[src/sv/sapb_pkg.sv]
// Package with the shared types and constants of the serial armed pulse burst block.
`timescale 1ns / 1ps
`default_nettype none

package sapb_pkg;

  // Configuration register indexes.
  typedef enum logic [1:0] {
    CFG_LOW_STEP     = 2'd0,
    CFG_PULSE_PERIOD = 2'd1,
    CFG_BURST_LENGTH = 2'd2,
    CFG_UNUSED       = 2'd3
  } cfg_idx_e;

  // Item kinds carried in tuser.
  localparam logic CMD_BYTE = 1'b0;
  localparam logic CMD_TICK = 1'b1;

  localparam logic [7:0] LOW_STEP_RST     = 8'd5;
  localparam logic [7:0] PULSE_PERIOD_RST = 8'd10;
  localparam logic [15:0] BURST_LENGTH_RST = 16'd1000;

  // Frame patterns: first, second and last byte.
  localparam logic [7:0] CHR_E     = 8'h45;
  localparam logic [7:0] CHR_L     = 8'h4C;
  localparam logic [7:0] CHR_COLON = 8'h3A;
  localparam logic [7:0] CHR_R     = 8'h52;

  localparam logic [1:0] POS_LAST = 2'd2;

  typedef struct packed {
    logic [7:0]  low_step;
    logic [7:0]  pulse_period;
    logic [15:0] burst_length;
  } cfg_t;

  typedef struct packed {
    logic burst_active;
    logic side_select;
    logic pin_driven;
    logic pin_level;
  } result_t;

endpackage

`default_nettype wire

[src/sv/sapb_core.sv]
// Frame decoder, burst state and pulse counters; updates once per enabled item.
`timescale 1ns / 1ps
`default_nettype none

module sapb_core
  import sapb_pkg::*;
(
  input  wire logic       clk_i,
  input  wire logic       rst_ni,
  input  wire logic       en_i,
  input  wire logic       cmd_i,
  input  wire logic [7:0] byte_i,
  input  wire cfg_t       cfg_i,
  output result_t         res_o
);

  logic [1:0]  pos_q, pos_d;
  logic [7:0]  b0_q, b0_d, b1_q, b1_d;
  logic        armed_q, armed_d;
  logic        side_q, side_d;
  logic        active_q, active_d;
  logic        driven_q, driven_d;
  logic        level_q, level_d;
  logic [7:0]  step_q, step_d;
  logic [15:0] tick_q, tick_d;

  logic is_arm, is_left, is_right;

  assign is_arm   = (b0_q == CHR_E) && (b1_q == CHR_L) && (byte_i == CHR_COLON);
  assign is_left  = (b0_q == CHR_L) && (b1_q == CHR_L) && (byte_i == CHR_L);
  assign is_right = (b0_q == CHR_R) && (b1_q == CHR_R) && (byte_i == CHR_R);

  always_comb begin
    pos_d    = pos_q;
    b0_d     = b0_q;
    b1_d     = b1_q;
    armed_d  = armed_q;
    side_d   = side_q;
    active_d = active_q;
    driven_d = driven_q;
    level_d  = level_q;
    step_d   = step_q;
    tick_d   = tick_q;
    if (cmd_i == CMD_BYTE) begin
      unique case (pos_q)
        2'd0: begin
          b0_d  = byte_i;
          pos_d = 2'd1;
        end
        2'd1: begin
          b1_d  = byte_i;
          pos_d = POS_LAST;
        end
        POS_LAST: begin
          if (!armed_q) begin
            if (is_arm) armed_d = 1'b1;
          end else begin
            armed_d = 1'b0;
            if (is_left) side_d = 1'b0;
            else if (is_right) side_d = 1'b1;
            driven_d = 1'b1;
            active_d = 1'b1;
          end
          pos_d = 2'd0;
        end
        default: pos_d = 2'd0;
      endcase
    end else if (active_q) begin
      // The wrap to zero happens before the increment, so a wrapping step lands on one.
      if (step_q == cfg_i.low_step) begin
        level_d = 1'b0;
        step_d  = step_q + 8'd1;
      end else if (step_q >= cfg_i.pulse_period) begin
        level_d = 1'b1;
        step_d  = 8'd1;
      end else begin
        step_d  = step_q + 8'd1;
      end
      if (tick_q >= cfg_i.burst_length) begin
        tick_d   = 16'd1;
        driven_d = 1'b0;
        level_d  = 1'b0;
        active_d = 1'b0;
      end else begin
        tick_d = tick_q + 16'd1;
      end
    end
  end

  always_ff @(posedge clk_i or negedge rst_ni) begin
    if (!rst_ni) begin
      pos_q    <= 2'd0;
      b0_q     <= 8'd0;
      b1_q     <= 8'd0;
      armed_q  <= 1'b0;
      side_q   <= 1'b0;
      active_q <= 1'b0;
      driven_q <= 1'b0;
      level_q  <= 1'b0;
      step_q   <= 8'd0;
      tick_q   <= 16'd0;
    end else if (en_i) begin
      pos_q    <= pos_d;
      b0_q     <= b0_d;
      b1_q     <= b1_d;
      armed_q  <= armed_d;
      side_q   <= side_d;
      active_q <= active_d;
      driven_q <= driven_d;
      level_q  <= level_d;
      step_q   <= step_d;
      tick_q   <= tick_d;
    end
  end

  // Result shows the state after this item.
  assign res_o.pin_level    = level_d;
  assign res_o.pin_driven   = driven_d;
  assign res_o.side_select  = side_d;
  assign res_o.burst_active = active_d;

endmodule

`default_nettype wire

[src/sv/serial_armed_pulse_burst.sv]
// Top level: stream handshake, input and result registers, configuration registers.
// An accepted request waits in the input register, and its result in the result register.
// Throughput: one request per cycle while the result side is ready; the input register
// lets one request be taken while a result waits, then input stalls until that drains.
// Reset (rst_ni low, asynchronous) clears all burst state and both registers' valid
// flags and loads the configuration defaults 5, 10 and 1000.
`timescale 1ns / 1ps
`default_nettype none

module serial_armed_pulse_burst
  import sapb_pkg::*;
(
  input  wire logic        clk_i,
  input  wire logic        rst_ni,
  input  wire logic        s_axis_tvalid,
  output logic             s_axis_tready,
  input  wire logic [7:0]  s_axis_tdata,   // [7:0] rx_byte
  input  wire logic        s_axis_tuser,   // [0] command
  output logic             m_axis_tvalid,
  input  wire logic        m_axis_tready,
  // [0] pin_level, [1] pin_driven, [2] side_select, [3] burst_active, [7:4] zero
  output logic [7:0]       m_axis_tdata,
  input  wire logic        cfg_valid_i,
  output logic             cfg_ready_o,
  input  wire logic [1:0]  cfg_index_i,
  input  wire logic [15:0] cfg_data_i
);

  cfg_t    cfg_q;
  logic    in_vld_q;
  logic    in_cmd_q;
  logic [7:0] in_byte_q;
  logic    out_vld_q;
  result_t out_q;
  result_t res;
  logic    advance;

  assign cfg_ready_o = 1'b1;

  always_ff @(posedge clk_i or negedge rst_ni) begin
    if (!rst_ni) begin
      cfg_q.low_step     <= LOW_STEP_RST;
      cfg_q.pulse_period <= PULSE_PERIOD_RST;
      cfg_q.burst_length <= BURST_LENGTH_RST;
    end else if (cfg_valid_i) begin
      unique case (cfg_idx_e'(cfg_index_i))
        CFG_LOW_STEP:     cfg_q.low_step     <= cfg_data_i[7:0];
        CFG_PULSE_PERIOD: cfg_q.pulse_period <= cfg_data_i[7:0];
        CFG_BURST_LENGTH: cfg_q.burst_length <= cfg_data_i;
        default: ;
      endcase
    end
  end

  // The buffered request moves into the result register when that is free or drained.
  assign advance       = in_vld_q && (!out_vld_q || m_axis_tready);
  assign s_axis_tready = !in_vld_q || advance;

  always_ff @(posedge clk_i or negedge rst_ni) begin
    if (!rst_ni) begin
      in_vld_q  <= 1'b0;
      out_vld_q <= 1'b0;
    end else begin
      if (s_axis_tready) in_vld_q <= s_axis_tvalid;
      if (advance) out_vld_q <= 1'b1;
      else if (m_axis_tready) out_vld_q <= 1'b0;
    end
  end

  always_ff @(posedge clk_i) begin
    if (s_axis_tready && s_axis_tvalid) begin
      in_cmd_q  <= s_axis_tuser;
      in_byte_q <= s_axis_tdata;
    end
    if (advance) out_q <= res;
  end

  sapb_core u_core (
    .clk_i  (clk_i),
    .rst_ni (rst_ni),
    .en_i   (advance),
    .cmd_i  (in_cmd_q),
    .byte_i (in_byte_q),
    .cfg_i  (cfg_q),
    .res_o  (res)
  );

  assign m_axis_tvalid = out_vld_q;
  assign m_axis_tdata  = {4'd0, out_q};

endmodule

`default_nettype wire

[config.mk]
export PLATFORM = sky130hd
export DESIGN_NAME = serial_armed_pulse_burst
export DESIGN_NICKNAME = d
export VERILOG_FILES = /design/src/sv/sapb_pkg.sv /design/src/sv/sapb_core.sv /design/src/sv/serial_armed_pulse_burst.sv
export SDC_FILE = /design/constraint.sdc
export NUM_CORES = 1
export LEC_CHECK = 0
export ABC_AREA = 1
export BUFFER_PORTS_ARGS = -buffer_cell sky130_fd_sc_hd__buf_2
export CAP_MARGIN = 20
export CELL_PAD_IN_SITES_DETAIL_PLACEMENT = 1
export CELL_PAD_IN_SITES_GLOBAL_PLACEMENT = 1
export CORE_ASPECT_RATIO = 0.7
export CORE_MARGIN = 5
export CORE_UTILIZATION = 35
export CTS_BUF_LIST = sky130_fd_sc_hd__clkbuf_16
export DETAILED_ROUTE_END_ITERATION = 6
export GPL_ROUTABILITY_DRIVEN = 1
export PLACE_DENSITY = 0.64
export SYNTH_ARGS = -nofsm -noshare
export SYNTH_HDL_FRONTEND = slang
export SYNTH_SLANG_ARGS = --single-unit
[constraint.sdc]
create_clock -name clk_i -period 2.38 [get_ports clk_i]
set_clock_uncertainty 0.15 [all_clocks]
set_input_delay 0.119 -clock clk_i [delete_from_list [all_inputs] [get_ports clk_i]]
set_output_delay 0.119 -clock clk_i [all_outputs]
set_load 0.05 [all_outputs]
* After elaboration in Yosys (flattened, before gate mapping)
Index checks and enable logic that the tools add are counted.
** Word-level totals
- Bits in registers :: 94
- Input bits :: 32
- Word-level logic and storage cells :: 90
** Operators by class
- $add $sub $neg :: 2
- Magnitude comparators :: 2
- Eq/ne operators :: 13
- Muxes and demuxes :: 28
- Bitwise logic cells :: 1
- Reduce and logical (&&, ||, !) cells :: 23
** Operators by type and width (count)
- 8-bit by 7-bit == test with 1-bit output, second input constant :: 7
- 1-bit 2-to-1 mux :: 24
- 16-bit by 1-bit adder with 16-bit output, second input constant :: 1
- 16-bit >= comparator :: 1
- 16-bit 2-to-1 mux :: 1
- 8-bit 2-to-1 mux :: 2
- 3-bit AND reduction :: 4
- 8-bit by 1-bit adder with 8-bit output, second input constant :: 1
- 8-bit by 6-bit == test with 1-bit output, second input constant :: 1
- 8-bit == test :: 1
- 8-bit >= comparator :: 1
- 1-bit logical AND :: 8
- 2-bit AND reduction :: 4
- 2-bit by 1-bit == test with 1-bit output, second input constant :: 2
- 2-bit == test, second input constant :: 2
- 2-bit logical NOT :: 2
- 2-bit case mux with 2 select lines :: 1
- 1-bit logical NOT :: 2
- 1-bit logical OR :: 2
- 2-bit nonzero test :: 1
- 1-bit NOT :: 1

* Longest topological paths before layout
- Word-level depth :: 8
- Depth in mapped cells :: 14
- Mapped depth without buffers :: 14

* Hierarchy
From an unflattened synthesis, not the netlist that was laid out.
** Second synthesis, totals
- Cells, all modules :: 626
- Area total of the unflattened synthesis :: 5166.2 um^2
** By module, submodules not included
- sapb_core :: times used 1, cells each 452, area an instance 3250.6 um^2, seq. area each 1176.1 um^2
- serial_armed_pulse_burst :: times used 1, cells each 174, area an instance 1915.6 um^2, seq. area each 1253.7 um^2

* Worst setup path before layout
Ideal clock, no wire load.
- Path type :: register -> register
- From :: register out_vld_q (netlist: m_axis_tvalid)
- To :: register in_byte_q[0], enable pin
- Library setup time :: 280 ps
- Arrival :: 1545 ps
- Required time :: 1950 ps
- Slack :: 405 ps
- Stages on the path, launching flop included :: 4
- Buffers on the path :: 0
- Cells stage by stage :: dfrtp_1 -> nand3_1 -> nand2_1 -> inv_1
** On the way
- Word-level cells in the longest chain between the ends :: 5
** Ends and longest elaborated chain
- from (decl) :: line serial_armed_pulse_burst.sv:33 : logic out_vld_q;
- from (signal assigned) :: line serial_armed_pulse_burst.sv:62 : out_vld_q <= 1'b0;
- from (signal assigned) :: line serial_armed_pulse_burst.sv:65 : if (advance) out_vld_q <= 1'b1;
- from (signal assigned) :: line serial_armed_pulse_burst.sv:66 : else if (m_axis_tready) out_vld_q <= 1'b0;
- 1-bit logical NOT :: line serial_armed_pulse_burst.sv:56 : assign advance = in_vld_q && (!out_vld_q || m_axis_tready);
- 1-bit logical OR :: line serial_armed_pulse_burst.sv:56
- 1-bit logical AND :: line serial_armed_pulse_burst.sv:56
- 1-bit logical OR :: line serial_armed_pulse_burst.sv:57 : assign s_axis_tready = !in_vld_q || advance;
- via s_axis_tready :: line serial_armed_pulse_burst.sv:16 : output logic s_axis_tready,
- 1-bit logical AND :: line serial_armed_pulse_burst.sv:71 : if (s_axis_tready && s_axis_tvalid) begin
- to (signal assigned) :: line serial_armed_pulse_burst.sv:73 : in_byte_q <= s_axis_tdata;
- to (decl) :: line serial_armed_pulse_burst.sv:32 : logic [7:0] in_byte_q;
The timed path passes the listed nets, and every way through them passes these cells.
A chain may end at the register's enable or synchronous reset.

* Worst setup path in the final report
- From :: register cfg_q[9] in the netlist's numbering
- To :: register u_core.tick_q[4]
** On the way
- Word-level cells in the longest chain between the ends :: 2
** Ends and longest elaborated chain
- from (decl) :: line serial_armed_pulse_burst.sv:29 : cfg_t cfg_q;
- 16-bit >= comparator :: line sapb_core.sv:79 : if (tick_q >= cfg_i.burst_length) begin
- 16-bit 2-to-1 mux :: line sapb_core.sv:79
- to (signal assigned) :: line sapb_core.sv:112 : tick_q <= tick_d;
- to (decl) :: line sapb_core.sv:25 : logic [15:0] tick_q, tick_d;
No other way between the ends.

==> impl_metrics.csv <==
group,metric,value,unit
detailed_routing,ant_nets,0,
cts,htree_levels,3,
cts,clk_latency,0.35,ns
detailed_routing,drc_errors,0,
detailed_routing,wl_per_cell,15.2,um
cts,cts_buffer_depth,2,
cts,path_clk_slew,0.07,ns
floorplanning,coreArea,0.0139,mm^2
cts,cts_tree,"yes",
cells_and_area,diodes,0,
sta,fin_crit,2.26,ns
detailed_routing,detail_route.first_pass.iterations,4,
cts,clkSinkCount,94,
critical_path,slowest_stage,"dfstp_2",
sta,setup_viol,0,
floorplanning,ios,43,
floorplanning,fp.dieH,109,um
sta,finalMaxSlewViolations,0,
cells_and_area,drive_above_1_share,13.5,%
sta,rsz0062_at_grt,"no",
sta,max_slew.worst_pin.slew,0.608,ns
floorplanning,dieWidth,152,um
global_routing,grt_usage,16.8,%
synthesis,ys_seq_area_share,49.3,%
global_routing,antenna_found_initial,0,
synthesis,syn_inst,591,
placed_design,io_buffers,37,
cells_and_area,layout_commonest_cell,"nand2_1",
power,leakagePower,3.03,nW
cts,cts_buffers,9,
synthesis,ys_seq_elements,94,
critical_path,critical-path-max-stage-delay,0.52,ns
critical_path,cp-start-kind,"register",
synthesis,synth.avg_cell_area,8.35,um^2
global_routing,grt_start_max_net_pins,55,
detailed_routing,drt_iter0_drc,201,
critical_path,critPathKind,"register to register",
global_routing,grt_pass1_vias,4261,
cts,root_buffer,"clkbuf_16",
sta,min_period_over_period,94.9,%
floorplanning,initial_core_util,35.6,%
placed_design,dp_hpwl,9850,um
detailed_routing,wl,13100,um
sta,finalSetupTns,0,ns
critical_path,cp_cell_sequence,"inv_1 > ha_1 > nand4_1 > nor3_1 > nand2_1 > nand2_2 > nand3_2 > clkinvlp_2 > nor2_1",
sta,fmax,443,MHz
critical_path,cp.required,2.47,ns
detailed_routing,viasPerCell,4.74,
cts,postCtsSetupRepairBufs,0,
critical_path,worstPathMaxFanout,6,
global_routing,overflow,0,
detailed_routing,vias,4087,
power,powerDensity,954,mW/mm^2
power,ir_drop,0.483,mV
floorplanning,die_area,0.0166,mm^2
cells_and_area,final_cell_mix,"134 x nand2_1, 95 x inv_1, 71 x dfrtp_1",
run_status,status,"finished, final reports clean",
power,p_total,0.00573,W
cells_and_area,nets,726,
critical_path,cp-end-kind,"register",
synthesis,ys_warn_count,0,
sta,maxSlewHeadroom,59.4,%
critical_path,arrival,2.35,ns
critical_path,crit_family,"simple AND/OR/NAND/NOR gates",
job,drv_cap,0,
sta,finalHoldViolations,0,
global_routing,grt_first_pass_wirelength,22200,um
min_path,hold_class,"input port to async pin",
critical_path,cp_num_buf_inv,2,
synthesis,synth_cell_types,37,
cells_and_area,area_growth,21.7,%
synthesis,syn_area,0.00493,mm^2
floorplanning,rows,36,
placed_design,place_congestion,0.843,
## registers in the layout, summed over array words and instances (netlist names), 2 cells and up
register       cells
u_core.tick_q     16
u_core.b0_q        8
in_byte_q          8
u_core.pos_q       2
cfg_q             32
m_axis_tdata       4
u_core.b1_q        8
u_core.step_q      8
## worst register-to-register path, stage by stage (launching register included)
cell        delay [ns]
dfstp_2           0.52
inv_1             0.05
ha_1              0.30
nand4_1           0.12
nor3_1            0.36
nand2_1           0.13
nand2_2           0.13
nand3_2           0.15
clkinvlp_2        0.18
nor2_1            0.06
## timing repair
action | CTS | global route
endpoints found under the hold margin | 116 | 0
gates resized for setup | 0 | 4
setup endpoints to repair | 0 | 14
hold buffers | 30 | 0
## per-layer routing
layer	vias to the layer above	GRT usage (%)	wire [um]
li1	2037	-	-
met1	1967	23.8	6750
met2	66	26.0	5670
met3	17	4.13	529
met4	0	4.36	163
met5	-	0	0
## final timing paths
path | end | depth (start not counted) | slack [ns] | startpoint
setup / recovery | u_core.tick_q[4] | 9 | 0.12 | cfg_q[9]
hold / removal | cfg_q[27] | 2 | 0.08 | rst_ni
setup reg to reg | u_core.tick_q[4] | 9 | 0.12 | cfg_q[9]
hold reg to reg | u_core.level_q | 2 | 0.33 | u_core.level_q
max in group asynchronous | cfg_q[7] | 3 | 1.33 | rst_ni
min in group clk_i | cfg_q[5] | 5 | 0.17 | cfg_index_i[1]
## kinds of logic after synthesis
family	share of synthesized area [%]
AOI/OAI and AO/OA	8.55
xor gates and xnor gates	3.02
adders and majority gates	6.60
buffers and inverters	9.34
DFF	49.3
other	0.152
and+or+nand+nor	23.1
## Yosys cell counts (all sizes together)
master / count / area [um^2]
nand3b: 1 / 7.51
buf: 8 / 67.6
nor3: 15 / 80.1
ha: 26 / 325
dfstp: 10 / 263
nor4b: 1 / 8.76
edfxtp: 13 / 390
or2: 2 / 12.5
nor3b: 2 / 15.0
a21o: 3 / 22.5
inv: 96 / 360
o21ai: 55 / 279
nand4: 17 / 106
nand3: 31 / 170
clkinv: 1 / 3.75
o21a: 2 / 15.0
dfrtp: 71 / 1780
nor4: 2 / 12.5
a31o: 2 / 17.5
nor2: 52 / 200
clkbuf: 7 / 28.8
xor2: 15 / 131
xnor2: 2 / 17.5
o21bai: 1 / 7.51
and2: 1 / 6.26
conb: 2 / 7.51
nand2: 137 / 519
a21oi: 16 / 80.1
## through the flow
step	utilization (%)	cell area [um^2]	hold WS [ns]	instances	worst slack (ns)
after detailed placement	38.6	5360	-0.0686	816	0.100
final	43.3	6000	0.0828	863	0.121
after floorplan	-	4940	-0.327	594	0.405
after global placement	38.6	5360	-0.0762	816	0.202
after CTS	43.1	5980	0.0910	862	0.0938
after global routing	43.3	6000	0.120	863	0.0124
## final cells by class
cell class / instances / area, um^2
timing repair inverter: 1 / 5.00
inverter: 97 / 368
tap: 190 / 238
timing repair buffer: 77 / 576
clock buffer: 9 / 225
multi-input combinational: 388 / 2060
fill: 1699 / 7870
sequential: 94 / 2430
clock inverter: 7 / 97.6
## power by group
group          internal (W)  leakage [nW]  switching [W]
Clock              0.000925         0.154       0.000655
Combinational      0.000617          1.77        0.00103
Sequential          0.00208          1.11       0.000415
No activity file was read; power rests on OpenSTA's default activity.
